===== src/rtl/pbts_pkg.sv =====
// Shared types, codes and defaults of the bitmap priority task scheduler.
package pbts_pkg;

  localparam int TASK_SLOTS_DEF  = 16;
  localparam int PRIO_LEVELS_DEF = 32;

  localparam logic       SCHED_EN_RST = 1'b1;
  localparam logic [7:0] SLICE_RST    = 8'd10;
  localparam logic [4:0] IDLE_PRIO_RST = 5'd31;

  typedef enum logic [3:0] {
    OP_TICK     = 4'd0,
    OP_YIELD    = 4'd1,
    OP_CREATE   = 4'd2,
    OP_TERM     = 4'd3,
    OP_BLOCK    = 4'd4,
    OP_UNBLOCK  = 4'd5,
    OP_SLEEP    = 4'd6,
    OP_DEADLINE = 4'd7,
    OP_BOOST    = 4'd8,
    OP_RESTORE  = 4'd9
  } op_e;

  typedef enum logic [2:0] {
    SL_UNUSED   = 3'd0,
    SL_READY    = 3'd1,
    SL_RUNNING  = 3'd2,
    SL_BLOCKED  = 3'd3,
    SL_SLEEPING = 3'd4
  } slot_e;

  typedef enum logic [1:0] {
    POL_FIFO = 2'd0,
    POL_RR   = 2'd1,
    POL_EDF  = 2'd2
  } pol_e;

  typedef enum logic [1:0] {
    STS_OK     = 2'd0,
    STS_NOSLOT = 2'd1,
    STS_BADTSK = 2'd2
  } sts_e;

  typedef enum logic [1:0] {
    CFG_SCHED_EN  = 2'd0,
    CFG_SLICE     = 2'd1,
    CFG_IDLE_PRIO = 2'd2
  } cfg_e;

  typedef enum logic [2:0] {
    SQ_IDLE,
    SQ_EXEC,
    SQ_TIME,
    SQ_SEL,
    SQ_PICK,
    SQ_FINAL,
    SQ_DONE
  } seq_e;

  typedef struct packed {
    logic [3:0]  opcode;
    logic [3:0]  task_id;
    logic [4:0]  priority_req;
    logic [1:0]  policy;
    logic [31:0] amount;
    logic [31:0] period_len;
  } req_t;

  typedef struct packed {
    logic [1:0]  status;
    logic [3:0]  result_task;
    logic        switched;
    logic [3:0]  prior_task;
    logic        resched_needed;
    logic [15:0] miss_mask;
    logic        none_ready;
  } rsp_t;

  typedef struct packed {
    logic in_fire;
    logic pass_go;
    logic out_free;
  } seq_in_t;

  typedef struct packed {
    logic        is_edf;
    logic        in_use;
    logic        sleeping;
    logic [31:0] due;
    logic [31:0] period;
    logic [31:0] wake;
  } tm_in_t;

  typedef struct packed {
    logic        miss;
    logic [31:0] due_next;
    logic        wake_hit;
  } tm_out_t;

endpackage


===== src/rtl/pbts_seq.sv =====
// Operation sequencer: state machine and slot sweep counter.
module pbts_seq #(
  parameter int TASK_SLOTS = pbts_pkg::TASK_SLOTS_DEF
) (
  input  logic                      clk_i,
  input  logic                      rst_ni,
  input  pbts_pkg::seq_in_t         ctl_i,
  output pbts_pkg::seq_e            state_o,
  output logic [$clog2(TASK_SLOTS)-1:0] idx_o
);

  localparam int IW = $clog2(TASK_SLOTS);

  pbts_pkg::seq_e state_q, state_d;
  logic [IW-1:0]  idx_q, idx_d;
  logic           last;

  assign last    = (idx_q == IW'(TASK_SLOTS - 1));
  assign state_o = state_q;
  assign idx_o   = idx_q;

  always_ff @(posedge clk_i or negedge rst_ni) begin
    if (!rst_ni) begin
      state_q <= pbts_pkg::SQ_IDLE;
      idx_q   <= '0;
    end else begin
      state_q <= state_d;
      idx_q   <= idx_d;
    end
  end

  always_comb begin
    state_d = state_q;
    idx_d   = idx_q;
    case (state_q)
      pbts_pkg::SQ_IDLE: begin
        if (ctl_i.in_fire) state_d = pbts_pkg::SQ_EXEC;
      end
      pbts_pkg::SQ_EXEC: begin
        idx_d   = '0;
        state_d = ctl_i.pass_go ? pbts_pkg::SQ_TIME : pbts_pkg::SQ_FINAL;
      end
      pbts_pkg::SQ_TIME: begin
        idx_d = last ? '0 : idx_q + 1'b1;
        if (last) state_d = pbts_pkg::SQ_SEL;
      end
      pbts_pkg::SQ_SEL: begin
        idx_d = last ? '0 : idx_q + 1'b1;
        if (last) state_d = pbts_pkg::SQ_PICK;
      end
      pbts_pkg::SQ_PICK: begin
        idx_d   = '0;
        state_d = pbts_pkg::SQ_FINAL;
      end
      pbts_pkg::SQ_FINAL: begin
        idx_d = last ? '0 : idx_q + 1'b1;
        if (last) state_d = pbts_pkg::SQ_DONE;
      end
      pbts_pkg::SQ_DONE: begin
        if (ctl_i.out_free) state_d = pbts_pkg::SQ_IDLE;
      end
      default: state_d = pbts_pkg::SQ_IDLE;
    endcase
  end

endmodule


===== config.mk =====
export PLATFORM = sky130hd
export DESIGN_NAME = pbts_seq
export DESIGN_NICKNAME = d
export VERILOG_FILES = /design/src/rtl/pbts_pkg.sv /design/src/rtl/pbts_seq.sv
export SDC_FILE = /design/constraint.sdc
export NUM_CORES = 1
export LEC_CHECK = 0
export CAP_MARGIN = 20
export CORE_MARGIN = 2
export CORE_UTILIZATION = 30
export DETAILED_ROUTE_END_ITERATION = 8
export DONT_BUFFER_PORTS = 1
export PLACE_DENSITY = 0.41
export SYNTH_ARGS = -nofsm -noshare
export SYNTH_HDL_FRONTEND = slang
export SYNTH_SLANG_ARGS = --single-unit

===== constraint.sdc =====
create_clock -name clk_i -period 4.2 [get_ports clk_i]
set_input_delay 0.21 -clock clk_i [delete_from_list [all_inputs] [get_ports clk_i]]
set_output_delay 0.21 -clock clk_i [all_outputs]
set_load 0.05 [all_outputs]

==> qor.yml, run 1 <==
outcome:
  status: "complete, no violations"
power_and_ir_drop:
  ir_drop_uv: 250
  p_leak_nw: 0.219
  fin_total_pwr_w: 0.000406
  p_per_area_mw_per_mm2: 785
place:
  dpl_cell_area_um2: 480
  post-place-ws_ns: 2.31
  finalWeightedCongestion: 0.711
  dpl.hpwl_um: 757
  io_buffers: 0
  dp.cells: 68
timing:
  setup_viol: 0
  tns_ns: 0
  period_needed_ns: 1.91
  rsz0062_at_grt: "no"
  fin_crit_sh_pct: 45.4
  hold_viol: 0
  slew_viol_final: 0
  timing.fmax_mhz: 525
  tightest_slew_ns: 0.985
  skew_ns: 0.00645
  slew_headroom_pct: 34.3
  postLayoutSetupSlackWorst_ns: 2.29
synthesis:
  async_reset_ff_share_pct: 100
  syn_avg_cell_area_um2: 8.54
  ys_ff_latch: 7
  synth-warning-count: 0
  netlist_area_um2: 495
  ys_types: 30
  synthFlopType: "dfrtp_1"
  synth_edf_count: 0
  seq_area_frac_synth_pct: 35.4
  netlist_instances: 58
  yosysTopAreaCellShare_pct: 35.4
  synth_nets: 64
  yosysTopAreaCell: "dfrtp_1"
  synthTopCellsByArea: "dfrtp_1 (35%), mux2_2 (4.5%), o211ai_1 (4.5%)"
floorplanning:
  core_area_mm2: 0.00152
  die_w_um: 44.6
  die-area_mm2: 0.00199
  initial_core_util_pct: 32.5
  num_io_pins: 12
  die_h_um: 44.6
  row_count: 14
worst_setup_path:
  cp.depth: 5
  r2r-start: "idx_o[0]"
  path_max_fanout: 7
  r2r_end: "idx_o[0]"
  critPathLaunch: "idx_o[0]"
  reg2regPathDepth: 5
  crit_path_end: "idx_o[0]"
  crit_slowest_cell: "dfrtp_1"
  arrival_ns: 1.99
  path_class: "register to register"
  endpoint_kind: "register"
  crit_family: "flip-flops"
  ff2ff_setup_slack_ns: 2.29
  cpPeakStageDelay_ns: 0.73
  required_ns: 4.28
  worst-path-buf-inv: 0
  start_kind: "register"
  path_cells: "ha_1 > and3_1 > nor3_1 > a211oi_1 > a31oi_1"
clock_network:
  cts_buffers: 3
  clk_pin_slew_ns: 0.05
  cts_setup_buffers: 0
  cts.sinks: 7
  htree_num_levels: 1
  clkLatencyLatePin_ns: 0.25
  cts_root_buffer: "clkbuf_4"
  cts_resized: 0
  cts_tree: "yes"
  clk_path_buf_depth: 2
global_routing:
  grt_max_degree: 20
  grt_pass1_vias: 379
  grt_pass1_wl_um: 1880
  track_usage_pct: 13.5
  overflow: 0
  antenna_found_initial: 0
drt:
  vias: 438
  wl_um: 1090
  wl_per_cell_um: 15.0
  ant_nets: 0
  vias_per_cell: 6.00
  route.detailed.drc: 0
  firstDrtPassIters: 4
  drt-initial-drc-count: 6
layout:
  syn2layout_area_growth_pct: 4.29
  fin_nets: 64
  final_layout_size_suffix_gt1_share_pct: 8.77
  final_cell_mix: "dfrtp_1 (7), nand2_1 (5), inv_1 (4), a21oi_1 (4)"
  fin_cells: 73
  postLayoutCellArea_um2: 517
  final_common_cell: "dfrtp_1"
  fill_cells: 151
  n_antenna_cell: 0
min_path:
  min_from: "ctl_i[2]"
  min_path_type: "primary input to register"
flow_run:
  maxCapViolCount: 0
[stage by stage]
stage / hold slack [ns] / utilization (%)
CTS: 0.243 / 33.9
global route: 0.253 / 33.9
finish: 0.249 / 33.9
global placement: -0.0854 / 31.5
floorplan: -0.0856 / -
detailed placement: -0.0853 / 31.5
[state kept, by name, indices dropped and copies added (netlist names)]
| name | cells |
|---|---|
| state_o | 3 |
| idx_o | 4 |
[worst reg2reg max path: stages (launching register included)]
cell and delay (ns):
dfrtp_1 0.73, ha_1 0.32, and3_1 0.31, nor3_1 0.08
a211oi_1 0.23, a31oi_1 0.06
[timing repair]
action | in CTS | in global routing
setup endpoints to repair | 0 | 0
hold buffers | 1 | 0
endpoints found under the hold margin | 7 | 0
[metal layers]
layer  vias up  wire [um]  global-route usage [%]
met2        16        479                    19.4
met4         0         10                    7.27
met3         2         75                    6.12
li1        213          -                       -
met5         -          0                       0
met1       207        527                    16.8
[worst min-delay path by stage]
stage / endpoint / slack, ns / cells past startpoint
6_report: state_o[0] / 0.25 / 2
5_1_grt: state_o[0] / 0.25 / 2
4_1_cts: state_o[0] / 0.24 / 2
3_5_place_dp: state_o[0] / -0.09 / 0
3_3_place_gp: state_o[0] / -0.09 / 0
2_1_floorplan: idx_o[0] / -0.09 / 0
[cell families after synthesis]
logic type                 synth area share [%]
AOI/OAI and AO/OA                          29.3
muxes                                      6.57
DFF                                        35.4
adders and majority gates                  2.52
buffers and inverters                      10.1
and+or+nand+nor                            16.2
[cells in the mapped netlist (2+ instances only)]
master	number
o21ai_0	3
o21ai_1	2
buf_2	4
mux2_2	2
nand2_1	5
nor3_1	2
inv_1	4
a21oi_1	4
o211ai_1	3
nor2_1	3
dfrtp_1	7
[report_power, final]
part           internal, W  switching [W]
Sequential       0.0000890       0.000139
Clock            0.0000363      0.0000261
Combinational    0.0000621      0.0000533
[area by class of cell]
cell class | instances | area (um2) | share of cell area, %
multi-input combinational | 41 | 270 | 52.3
timing repair buffer | 1 | 10.0 | 1.94
tap | 16 | 20.0 | 3.87
sequential | 7 | 175 | 33.9
inverter | 4 | 15.0 | 2.91
clock buffer | 4 | 26.3 | 5.08
(Power assumes the default switching activity.)
==> run 2: changes to the inputs <==
==> constraint.sdc (replaced) <==
create_clock -name clk_i -period 1.9 [get_ports clk_i]
set_input_delay 0.095 -clock clk_i [delete_from_list [all_inputs] [get_ports clk_i]]
set_output_delay 0.095 -clock clk_i [all_outputs]
set_load 0.05 [all_outputs]
==> qor.yml, run 2 (synthesis results as in run 1) <==
place:
  post-place-ws_ns: 0.463  # -1.85 ns
  finalWeightedCongestion: 0.773  # +8.6%
  io_buffers: 0  # unchanged
  dpl.hpwl_um: 836  # +11%
drt:
  firstDrtPassIters: 4  # unchanged
  drt-initial-drc-count: 23  # +17
  route.detailed.drc: 0  # unchanged
  ant_nets: 0  # unchanged
  vias_per_cell: 5.99  # -0.21%
  wl_um: 1180  # +8.1%
  wl_per_cell_um: 14.8  # -1.4%
  vias: 479  # +9.4%
clock_network:
  clkLatencyLatePin_ns: 0.26  # about the same
  clk_pin_slew_ns: 0.06  # about the same
  cts_buffers: 3  # unchanged
  htree_num_levels: 1  # unchanged
  cts.sinks: 7  # unchanged
  clk_path_buf_depth: 2  # unchanged
  cts_tree: "yes"
  cts_resized: 0  # unchanged
  cts_root_buffer: "clkbuf_4"
timing:
  rsz0062_at_grt: "no"
  slew_viol_final: 0  # unchanged
  holdWs_ns: 0.127  # -0.122 ns
  slew_headroom_pct: 62.2  # +28 points
  timing.fmax_mhz: 687  # +31%
  tightest_slew_ns: 0.566  # -0.418 ns
  setup_viol: 0  # unchanged
  postLayoutSetupSlackWorst_ns: 0.444  # -1.85 ns
  fin_crit_sh_pct: 76.6  # +31 points
  hold_viol: 0  # unchanged
  period_needed_ns: 1.46  # -0.450 ns
  tns_ns: 0  # unchanged
  skew_ns: 0.0143  # +0.00782 ns
worst_setup_path:
  arrival_ns: 1.62  # -0.37 ns
  start_kind: "register"
  endpoint_kind: "register"
  reg2regPathDepth: 4  # -1
  path_max_fanout: 7  # unchanged
  path_class: "register to register"
  required_ns: 2.06  # -2.22 ns
power_and_ir_drop:
  ir_drop_uv: 634  # +150%
  p_per_area_mw_per_mm2: 1710  # +120%
  p_leak_nw: 0.256  # +17%
  fin_total_pwr_w: 0.000975  # +140%
floorplanning:
  core_area_mm2: 0.00152  # unchanged
  num_io_pins: 12  # unchanged
  die_w_um: 44.6  # unchanged
  initial_core_util_pct: 32.5  # unchanged
  row_count: 14  # unchanged
  die_h_um: 44.6  # unchanged
  die-area_mm2: 0.00199  # unchanged
global_routing:
  met2_usage_pct: 20.0  # +0.58 points
  grt_pass1_wl_um: 1820  # -2.9%
  grt_busiest_layer: "met2"
  grt_pass1_vias: 400  # +5.5%
  overflow: 0  # unchanged
  gr-usage-met1_pct: 16.0  # -0.79 points
  grtUsageMet3_pct: 4.90  # -1.2 points
  track_usage_pct: 13.4  # -0.095 points
  antenna_found_initial: 0  # unchanged
  grt_max_degree: 20  # unchanged
layout:
  fin_nets: 71  # +11%
  n_antenna_cell: 0  # unchanged
  final_cell_mix: "dfrtp_1 (7), buf_4 (7), nand2_1 (5)"
  syn2layout_area_growth_pct: 15.2
  final_layout_size_suffix_gt1_share_pct: 20.3  # +12 points
  largest_reg_flops: 4  # unchanged
min_path:
  whs_path_depth: 2  # unchanged
  min_path_type: "primary input to register"
outcome:
  status: "complete, no violations"
flow_run:
  maxCapViolCount: 0  # unchanged
-- run 2: changes by cell type in the layout (fill, tap and decap cells not counted) --
cell / before / now
buf_4: 0 / 7
clkbuf_1: 1 / 0
clkinv_2: 0 / 1
-- run 2: path summary, 6_finish.rpt --
check                      startpoint    endpoint  slack [ns]
min                          ctl_i[2]  state_o[0]        0.13
max in group asynchronous      rst_ni    idx_o[1]        1.45
min in group asynchronous      rst_ni  state_o[0]        0.17
min reg2reg                  idx_o[2]    idx_o[2]        0.61
max                          idx_o[0]    idx_o[0]        0.44
max reg2reg                  idx_o[0]    idx_o[0]        0.44
-- run 2: timing repair --
item,4_1_cts,5_1_grt
setup buffers,0,0
hold endpoints to repair,7,0
hold buffers,1,0
-- run 2: metrics by stage --
step                      std cells  util (%)  cell area [um2]
after floorplan                  58         -              495
after CTS                        80      37.4              571
after global placement           75      35.0              533
after detailed placement         75      35.0              533
after global routing             80      37.4              571
final                            80      37.4              571
-- run 2: area by class of cell --
class	instances	area, um2
fill	161	953
multi-input combinational	41	270
sequential	7	175
timing repair buffer	8	62.6
clock buffer	3	22.5
tap	16	20.0
inverter	4	15.0
clock inverter	1	5.00
-- run 2: worst max-delay path, stage by stage, from the launching register on --
cell and delay (ns):
dfrtp_1 0.38, ha_1 0.24, and3_1 0.23, or3_1 0.33, a31oi_1 0.19
-- run 2: power by group --
part / switching, W / total [W] / internal (W)
logic: 0.000338 / 0.000534 / 0.000196
registers: 0.000101 / 0.000302 / 0.000202
clock network: 0.0000622 / 0.000139 / 0.0000772
-- run 2: layer usage --
metal	part of all wire [%]	up-vias
met5	0	-
met1	44	227
met3	5.8	2
li1	-	230
met4	1.4	0
met2	49	20
