<file path="config.mk">
export PLATFORM = sky130hd
export DESIGN_NAME = pbts_time_unit
export DESIGN_NICKNAME = d
export VERILOG_FILES = /design/src/rtl/pbts_pkg.sv /design/src/rtl/pbts_time_unit.sv
export SDC_FILE = /design/constraint.sdc
export NUM_CORES = 1
export LEC_CHECK = 0
export ABC_CLOCK_PERIOD_IN_PS = 3000
export BUFFER_PORTS_ARGS = -buffer_cell sky130_fd_sc_hd__buf_2
export CORE_MARGIN = 1
export CORE_UTILIZATION = 51
export DETAILED_ROUTE_END_ITERATION = 10
export GPL_TIMING_DRIVEN = 0
export PLACE_DENSITY = 0.85
export SLEW_MARGIN = 20
export SYNTH_ARGS = -nofsm -noshare
export SYNTH_HDL_FRONTEND = slang
export SYNTH_SLANG_ARGS = --single-unit
</file>
<file path="constraint.sdc">
create_clock -name vclk -period 3
set_input_delay 0.15 -clock vclk [all_inputs]
set_output_delay 0.15 -clock vclk [all_outputs]
set_load 0.02 [all_outputs]
</file>
<file path="src/rtl/pbts_pkg.sv">
// Shared types, codes and defaults of the bitmap priority task scheduler.
package pbts_pkg;

  localparam int TASK_SLOTS_DEF  = 16;
  localparam int PRIO_LEVELS_DEF = 32;

  localparam logic       SCHED_EN_RST = 1'b1;
  localparam logic [7:0] SLICE_RST    = 8'd10;
  localparam logic [4:0] IDLE_PRIO_RST = 5'd31;

  typedef enum logic [3:0] {
    OP_TICK     = 4'd0,
    OP_YIELD    = 4'd1,
    OP_CREATE   = 4'd2,
    OP_TERM     = 4'd3,
    OP_BLOCK    = 4'd4,
    OP_UNBLOCK  = 4'd5,
    OP_SLEEP    = 4'd6,
    OP_DEADLINE = 4'd7,
    OP_BOOST    = 4'd8,
    OP_RESTORE  = 4'd9
  } op_e;

  typedef enum logic [2:0] {
    SL_UNUSED   = 3'd0,
    SL_READY    = 3'd1,
    SL_RUNNING  = 3'd2,
    SL_BLOCKED  = 3'd3,
    SL_SLEEPING = 3'd4
  } slot_e;

  typedef enum logic [1:0] {
    POL_FIFO = 2'd0,
    POL_RR   = 2'd1,
    POL_EDF  = 2'd2
  } pol_e;

  typedef enum logic [1:0] {
    STS_OK     = 2'd0,
    STS_NOSLOT = 2'd1,
    STS_BADTSK = 2'd2
  } sts_e;

  typedef enum logic [1:0] {
    CFG_SCHED_EN  = 2'd0,
    CFG_SLICE     = 2'd1,
    CFG_IDLE_PRIO = 2'd2
  } cfg_e;

  typedef enum logic [2:0] {
    SQ_IDLE,
    SQ_EXEC,
    SQ_TIME,
    SQ_SEL,
    SQ_PICK,
    SQ_FINAL,
    SQ_DONE
  } seq_e;

  typedef struct packed {
    logic [3:0]  opcode;
    logic [3:0]  task_id;
    logic [4:0]  priority_req;
    logic [1:0]  policy;
    logic [31:0] amount;
    logic [31:0] period_len;
  } req_t;

  typedef struct packed {
    logic [1:0]  status;
    logic [3:0]  result_task;
    logic        switched;
    logic [3:0]  prior_task;
    logic        resched_needed;
    logic [15:0] miss_mask;
    logic        none_ready;
  } rsp_t;

  typedef struct packed {
    logic in_fire;
    logic pass_go;
    logic out_free;
  } seq_in_t;

  typedef struct packed {
    logic        is_edf;
    logic        in_use;
    logic        sleeping;
    logic [31:0] due;
    logic [31:0] period;
    logic [31:0] wake;
  } tm_in_t;

  typedef struct packed {
    logic        miss;
    logic [31:0] due_next;
    logic        wake_hit;
  } tm_out_t;

endpackage

</file>
<file path="src/rtl/pbts_time_unit.sv">
// Shared per-slot deadline and wakeup evaluator used by the slot sweep.
module pbts_time_unit (
  input  logic [31:0]      now_i,
  input  pbts_pkg::tm_in_t slot_i,
  output pbts_pkg::tm_out_t res_o
);

  logic miss;

  assign miss = slot_i.is_edf && slot_i.in_use && (slot_i.due != 32'd0) &&
                (now_i > slot_i.due);

  always_comb begin
    res_o.miss     = miss;
    res_o.due_next = (miss && slot_i.period != 32'd0) ? slot_i.due + slot_i.period
                                                      : slot_i.due;
    res_o.wake_hit = slot_i.sleeping && (now_i >= slot_i.wake);
  end

endmodule

</file>
==> results of run 1 <==
==> report_power, final <==
group	leakage (uW)	internal, uW	total, uW	switching, uW
sequential	0	0	0	0
clock	0	0	0	0
combinational	0.00267	369	888	519
total	0.00267	369	888	519
==> timing repair <==
action                     4_1_cts  5_1_grt
setup endpoints to repair        0        8
setup buffers                    0        1
resized for setup                0       13
==> metrics by stage <==
stage	setup slack, ps	total power (uW)	cells
2_1_floorplan	233.6	565.1	562
3_3_place_gp	110.1	829.6	826
3_5_place_dp	86.22	855.5	826
4_1_cts	66.94	859.9	826
5_1_grt	1.576	980.9	827
6_report	91.99	888.2	827
==> how the worst max path moves through the flow <==
stage / start / end / slack, ps
6_report: slot_i[64] / res_o[27] / 90
5_1_grt: slot_i[64] / res_o[25] / 2
4_1_cts: slot_i[64] / res_o[27] / 70
3_5_place_dp: slot_i[64] / res_o[27] / 90
3_3_place_gp: slot_i[64] / res_o[27] / 110
2_1_floorplan: slot_i[32] / res_o[27] / 230
==> layer usage <==
metal	up-vias	global-route usage (%)	routed length, um
li1	2410	-	-
met1	2254	39.36	5561
met2	223	58.67	6530
met3	62	1.493	780
met4	0	13.20	510
met5	-	0	0
==> cells by family (layout without fill, tap and decap cells) <==
logic type / count (synthesis) / in the layout / synth area share (%)
simple gates: 172 / 172 / 22.40
mux: 2 / 2 / 0.5876
buf+inv: 88 / 254 / 9.109
compound gates: 181 / 181 / 31.11
fa+ha+maj: 96 / 96 / 31.54
xor+xnor: 23 / 23 / 5.256
==> Yosys cell counts (all sizes together), types with 4 or more instances <==
library cell	count	area share (%)
ha	95	31
inv	78	7.6
nand2	59	5.8
a21oi	55	7.6
o21ai	49	6.4
nor2	22	2.2
nor4	21	3.4
a21o	20	3.9
nand4	19	3.1
nand3	16	2.2
xnor2	15	3.4
nor3	10	1.4
buf	8	1.3
xor2	8	1.8
o21a	7	1.4
nor2b	6	0.98
o211ai	6	1.3
o31ai	6	1.3
a211oi	5	1.4
and3	5	0.82
o21bai	5	0.98
nand2b	4	0.65
==> cell type report <==
| type | instances | area [sq um] | share of cell area [%] |
|---|---|---|---|
| Buffer | 10 | 61.31 | 1.265 |
| Inverter | 78 | 292.8 | 6.042 |
| Multi-Input combinational cell | 474 | 3535 | 72.94 |
| Tap cell | 99 | 123.9 | 2.556 |
| Timing Repair Buffer | 166 | 833.3 | 17.20 |
==> flow_summary.yaml, run 1 <==
outcome:
  status: "completed"
cells_and_area:
  mostFrequentLayoutCells: "buf_2 (169), ha_1 (94), inv_1 (77)"
  flops_and_latches: 0
  fill_cells: 679
  fin_area_sq_um: 4846
  fin_nets: 957
  seq_area_sq_um: 0
  layout_commonest_cell: "buf_2"
  fin_util_pct: 66.81
  antenna_cells: 0
  syn_to_final_growth_pct: 26.44
  nClkBuffers: 0
  drive_gt1_share_pct: 27.47
place:
  io_buffers: 165
  hpwl_um: 11490
  dpl_cell_area_sq_um: 4782
  gp_congestion: 0.9386
hold_path:
  whs_endpoint: "res_o[0]"
  hold_start: "slot_i[96]"
  hold_depth: 3
  min_path_type: "primary input to output port"
detailed_routing:
  first_pass_iters: 5
  via_per_inst: 5.984
  drc_errors: 0
  ant_nets: 0
  via_count: 4949
  wl_per_cell_um: 16.18
  drt_iter0_drc: 255
  drt-total-wl_um: 13380
critical_path:
  path_class: "primary input to output port"
  cp.depth: 13
  worstPathMaxFanout: 5
  slowest_stage: "fa_2"
  crit_path_frequent_cell: "buf_2"
  path_cells: "buf_2 -> ha_2 -> inv_1 -> fa_2 -> nor2b_2 -> o2111a_1 -> o31ai_2 -> a31o_2 -> a31oi_1 -> or2_1 -> a311oi_1 -> o41ai_1 -> buf_2"
  path_buf_inv: 3
  critPathRequiredTime_ps: 2850
  crit_path_start_kind: "primary input"
  max_stage_delay_ps: 370
  critPathArrivalTime_ps: 2760
  cp-end-kind: "output port"
  critPathTopFamily: "compound AO/OA/AOI/OAI gates"
timing:
  slew_headroom_pct: 64.92
  setup_violations: 0
  holdWs_ps: 679.5
  final_max_slew_viol_count: 0
  rsz0062_at_grt: "false"
  fmaxAchievable_mhz: 343.9
  tightest_slew_ps: 521.4
  tns_ps: 0
  hold_viol: 0
  fin_crit_sh_pct: 96.93
  fin_crit_ps: 2908
run:
  max_cap_violations: 0
logic_synthesis:
  synth.distinct_cells: 65
  yosys_warnings: 0
  synth_nets: 789
  ys_seq_area_share_pct: 0
  syn_area_per_cell_sq_um: 6.819
  synthCells: 562
  syn-cell-area_sq_um: 3832
floorplanning:
  die-width_um: 88.69
  die-area_sq_um: 7865
  io_pins: 165
  core_area_sq_um: 7253
  row_count: 31
  start_util_pct: 52.84
  fp.dieH_um: 88.69
global_route:
  antenna_found_initial: 0
  grt_start_max_net_pins: 11
  grt_usage_pct: 32.20
  grt_pass1_wl_um: 20250
  grt_pass1_vias: 4585
  grt-ovfl-total: 0
power:
  p_leak_uw: 0.002668
  powerDensity_nw_per_um2: 183.3
  ir_worst_vdd_v: 0.00009260
cts:
  holdBufCountCts: 0
(Power assumes the default switching activity.)
==> inputs of run 2 (changes only) <==
PLACE_DENSITY = 0.9   (was 0.85)
==> run 2 against run 1 <==
Non-clock buffer count unchanged. Utilization rose by 0.31 points. Combinational power up 0.9%. Via count is 0.99% lower. Sequential share of layout area is the same. Critical path depth decreased by 1. Final area rose by 0.46%. First-iteration DRC count grew 3.5%. Sequential cell count is the same.
==> flow_summary.yaml, run 2 (synthesized netlist as in run 1, its figures left out) <==
floorplanning:
  core_area_sq_um: 7253
  die-area_sq_um: 7865
  fp.dieH_um: 88.69
  io_pins: 165
  row_count: 31
  die-width_um: 88.69
  start_util_pct: 52.84
place:
  hpwl_um: 11500
  io_buffers: 165
  gp_congestion: 0.9354
  placed_cells: 826
  dpl_cell_area_sq_um: 4782
detailed_routing:
  drt-total-wl_um: 13370
  via_per_inst: 5.925
  drt_iter0_drc: 264
  wl_per_cell_um: 16.17
  first_pass_iters: 5
  drc_errors: 0
  ant_nets: 0
  via_count: 4900
power:
  clock_power_share_pct: 0
  powerDensity_nw_per_um2: 184.1
  p_sw_uw: 522.6
  ir_worst_vdd_v: 0.0001156
  p_comb_share_pct: 100.0
  p_leak_uw: 0.002673
  intPower_uw: 373.6
  seq_power_share_pct: 0
  p_sw_share_pct: 58.31
critical_path:
  cp-end-kind: "output port"
  critPathRequiredTime_ps: 2850
  critPathArrivalTime_ps: 2750
  path_class: "primary input to output port"
  crit_end: "res_o[32]"
  startpoint: "slot_i[79]"
  worstPathMaxFanout: 8
  crit_path_start_kind: "primary input"
cells_and_area:
  fin_nets: 957
  antenna_cells: 0
  fin_util_pct: 67.12
  multi_input_area_sq_um: 3547
  syn_to_final_growth_pct: 27.03
  fill_cells: 677
  nClkBuffers: 0
  seq_area_sq_um: 0
  layout_commonest_cell: "buf_2"
  drive_gt1_share_pct: 27.61
  layout.cells.non_filler: 827
  flops_and_latches: 0
  fin_area_sq_um: 4868
  mostFrequentLayoutCells: "buf_2 (167), ha_1 (94), inv_1 (77)"
global_route:
  grt_pass1_vias: 4531
  grt_start_max_net_pins: 11
  grt-ovfl-total: 0
  antenna_found_initial: 0
  grt_pass1_wl_um: 20350
  grt_usage_pct: 32.46
timing:
  setup_violations: 0
  final_max_slew_viol_count: 0
  slew_headroom_pct: 64.03
  fin_crit_sh_pct: 96.55
  fin_crit_ps: 2896
  tightest_slew_ps: 539.6
  fmaxAchievable_mhz: 345.3
  tns_ps: 0
  hold_viol: 0
  rsz0062_at_grt: "false"
hold_path:
  min_path_type: "primary input to output port"
outcome:
  status: "completed"
run:
  max_cap_violations: 0
-- run 2: metrics by stage --
| stage | hold WS, ps | power, uW | worst slack, ps |
|---|---|---|---|
| 6_report | 695.0 | 896.2 | 103.6 |
| 5_1_grt | 722.3 | 990.8 | 5.819 |
| 4_1_cts | 695.4 | 861.7 | 29.33 |
| 3_5_place_dp | 695.2 | 856.8 | 12.59 |
| 3_3_place_gp | 680.9 | 826.5 | 55.27 |
| 2_1_floorplan | 465.9 | 565.1 | 233.6 |
-- run 2: area by class of cell --
| class | count | area share, % |
|---|---|---|
| tap | 99 | 2.544 |
| multi-input combinational | 474 | 72.86 |
| buffer | 10 | 1.414 |
| timing repair buffer | 166 | 17.17 |
| inverter | 78 | 6.014 |
-- run 2: routing by layer --
metal	vias to the layer above	wire (um)	GRT usage [%]
met5	-	0	0
met4	0	484	11.73
met3	47	847	1.679
met2	233	6528	59.02
met1	2211	5514	40.26
li1	2409	-	-
-- run 2: critical path, stage by stage --
cell	delay, ps
buf_2	130
ha_1	270
buf_2	170
o21ai_0	300
o21a_1	200
o221ai_2	130
a2111oi_2	410
nor3_1	170
o31a_1	320
nor3_2	180
xnor2_1	130
buf_2	190
-- run 2: worst min path at each step --
stage,start,end,slack [ps],depth (start not counted)
after floorplan,slot_i[64],res_o[1],470,2
after global placement,slot_i[67],res_o[4],680,4
after detailed placement,slot_i[66],res_o[3],700,4
after CTS,slot_i[66],res_o[3],700,4
after global routing,slot_i[66],res_o[3],720,4
final,slot_i[66],res_o[3],690,4
-- run 2: power groups by stage --
stage | registers [uW] | clock network [uW] | logic [uW]
after floorplan | 0 | 0 | 565
after global placement | 0 | 0 | 826
after detailed placement | 0 | 0 | 857
after CTS | 0 | 0 | 862
after global routing | 0 | 0 | 991
final | 0 | 0 | 896
-- run 2: timing repair --
action                                  4_1_cts  5_1_grt
gates cloned                                  0        0
setup buffers                                 0        1
gates resized for setup                       1       19
pin swaps                                     0        3
hold buffers                                  0        0
endpoints found under the setup margin        1       20
==> inputs of run 3 (changes only) <==
MAX_ROUTING_LAYER = met4   (was unset)
==> run 3 against run 2 <==
Non-clock buffer count is 1 higher. Worst setup slack got worse by 44 ps. Highest routed layer unchanged. Largest power group unchanged. Critical path type unchanged. Die area is the same.
==> flow_summary.yaml, run 3 (synthesized netlist as in run 1, its figures left out) <==
outcome:
  status: "completed"
floorplanning:
  row_count: 31
  die-width_um: 88.69
  die-area_sq_um: 7865
  start_util_pct: 52.84
  core_area_sq_um: 7253
  io_pins: 165
  fp.dieH_um: 88.69
critical_path:
  crit_path_start_kind: "primary input"
  worstPathMaxFanout: 5
  critPathRequiredTime_ps: 2850
  cp-end-kind: "output port"
  path_class: "primary input to output port"
  critPathArrivalTime_ps: 2790
global_route:
  grt_pass1_wl_um: 20340
  grt_pass1_vias: 4566
  grt-ovfl-total: 0
  antenna_found_initial: 0
  grt_start_max_net_pins: 11
  grt_usage_pct: 33.54
place:
  placed_cells: 826
  hpwl_um: 11610
  gp_congestion: 0.9890
  io_buffers: 165
cells_and_area:
  fill_cells: 656
  antenna_cells: 0
  syn_to_final_growth_pct: 26.90
  fin_util_pct: 67.05
  nClkBuffers: 0
  multi_input_area_sq_um: 3540
  layout_commonest_cell: "buf_2"
  layout.cells.non_filler: 828
  flops_and_latches: 0
  drive_gt1_share_pct: 27.43
  fin_nets: 958
  mostFrequentLayoutCells: "buf_2 (167), ha_1 (94), inv_1 (77)"
  seq_area_sq_um: 0
run:
  max_cap_violations: 0
power:
  p_leak_uw: 0.002674
  powerDensity_nw_per_um2: 184.2
  ir_worst_vdd_v: 0.0001309
detailed_routing:
  via_count: 4886
  via_per_inst: 5.901
  first_pass_iters: 5
  drt-total-wl_um: 13500
  ant_nets: 0
  drc_errors: 0
  drt_iter0_drc: 307
  wl_per_cell_um: 16.30
hold_path:
  min_path_type: "primary input to output port"
timing:
  slew_headroom_pct: 65.08
  rsz0062_at_grt: "true"
  hold_viol: 0
  final_max_slew_viol_count: 0
  fin_crit_sh_pct: 98.02
  setup_violations: 0
  fin_crit_ps: 2941
  fmaxAchievable_mhz: 340.1
  tns_ps: 0
  tightest_slew_ps: 523.8
[run 3: changes by cell type in the layout (fill, tap and decap cells not counted), sizes merged]
cell    change
clkbuf      +1
[run 3: critical path, stage by stage]
cell      delay [ps]
clkbuf_4         150
ha_4             150
inv_1             60
fa_2             360
nor2b_2          150
o2111a_1         230
o31ai_2          100
a31o_2           320
a31oi_4          210
or2_4            150
a311oi_1          80
o41ai_1          430
buf_2            240
[run 3: cell type report]
class | instances | share of cell area [%]
Inverter | 78 | 6.020
Buffer | 10 | 1.312
Timing Repair Buffer | 167 | 17.34
Tap cell | 99 | 2.547
Multi-Input combinational cell | 474 | 72.78
[run 3: through the flow]
step | area, sq um | total power [uW] | hold WS (ps) | setup slack (ps)
2_1_floorplan | 3832 | 565.1 | 465.9 | 233.6
3_3_place_gp | 4782 | 827.5 | 682.4 | 48.98
3_5_place_dp | 4782 | 860.4 | 688.0 | 31.99
4_1_cts | 4782 | 864.4 | 689.0 | 15.94
5_1_grt | 4863 | 989.6 | 710.0 | -67.54
6_report | 4863 | 896.1 | 691.2 | 59.45
[run 3: worst paths after layout]
kind	depth (start not counted)	from	end	slack, ps
setup / recovery	13	slot_i[64]	res_o[27]	60
hold / removal	4	slot_i[67]	res_o[4]	690
[run 3: where the power goes]
group | internal [uW] | switching, uW
combinational | 373 | 523
sequential | 0 | 0
clock | 0 | 0
total | 373 | 523
[run 3: repair_timing]
item,in CTS,in global routing
buffers inserted,0,2
hold buffers,0,0
gates resized for setup,0,15
endpoints found under the setup margin,0,20
[run 3: metal layers]
metal  up-vias  part of all wire [%]  GRT usage [%]
met5         -                     0              -
met2       217                    49          58.67
met1      2215                    41          39.44
li1       2399                     -              -
met3        55                   6.4          2.052
met4         0                   4.4          14.66
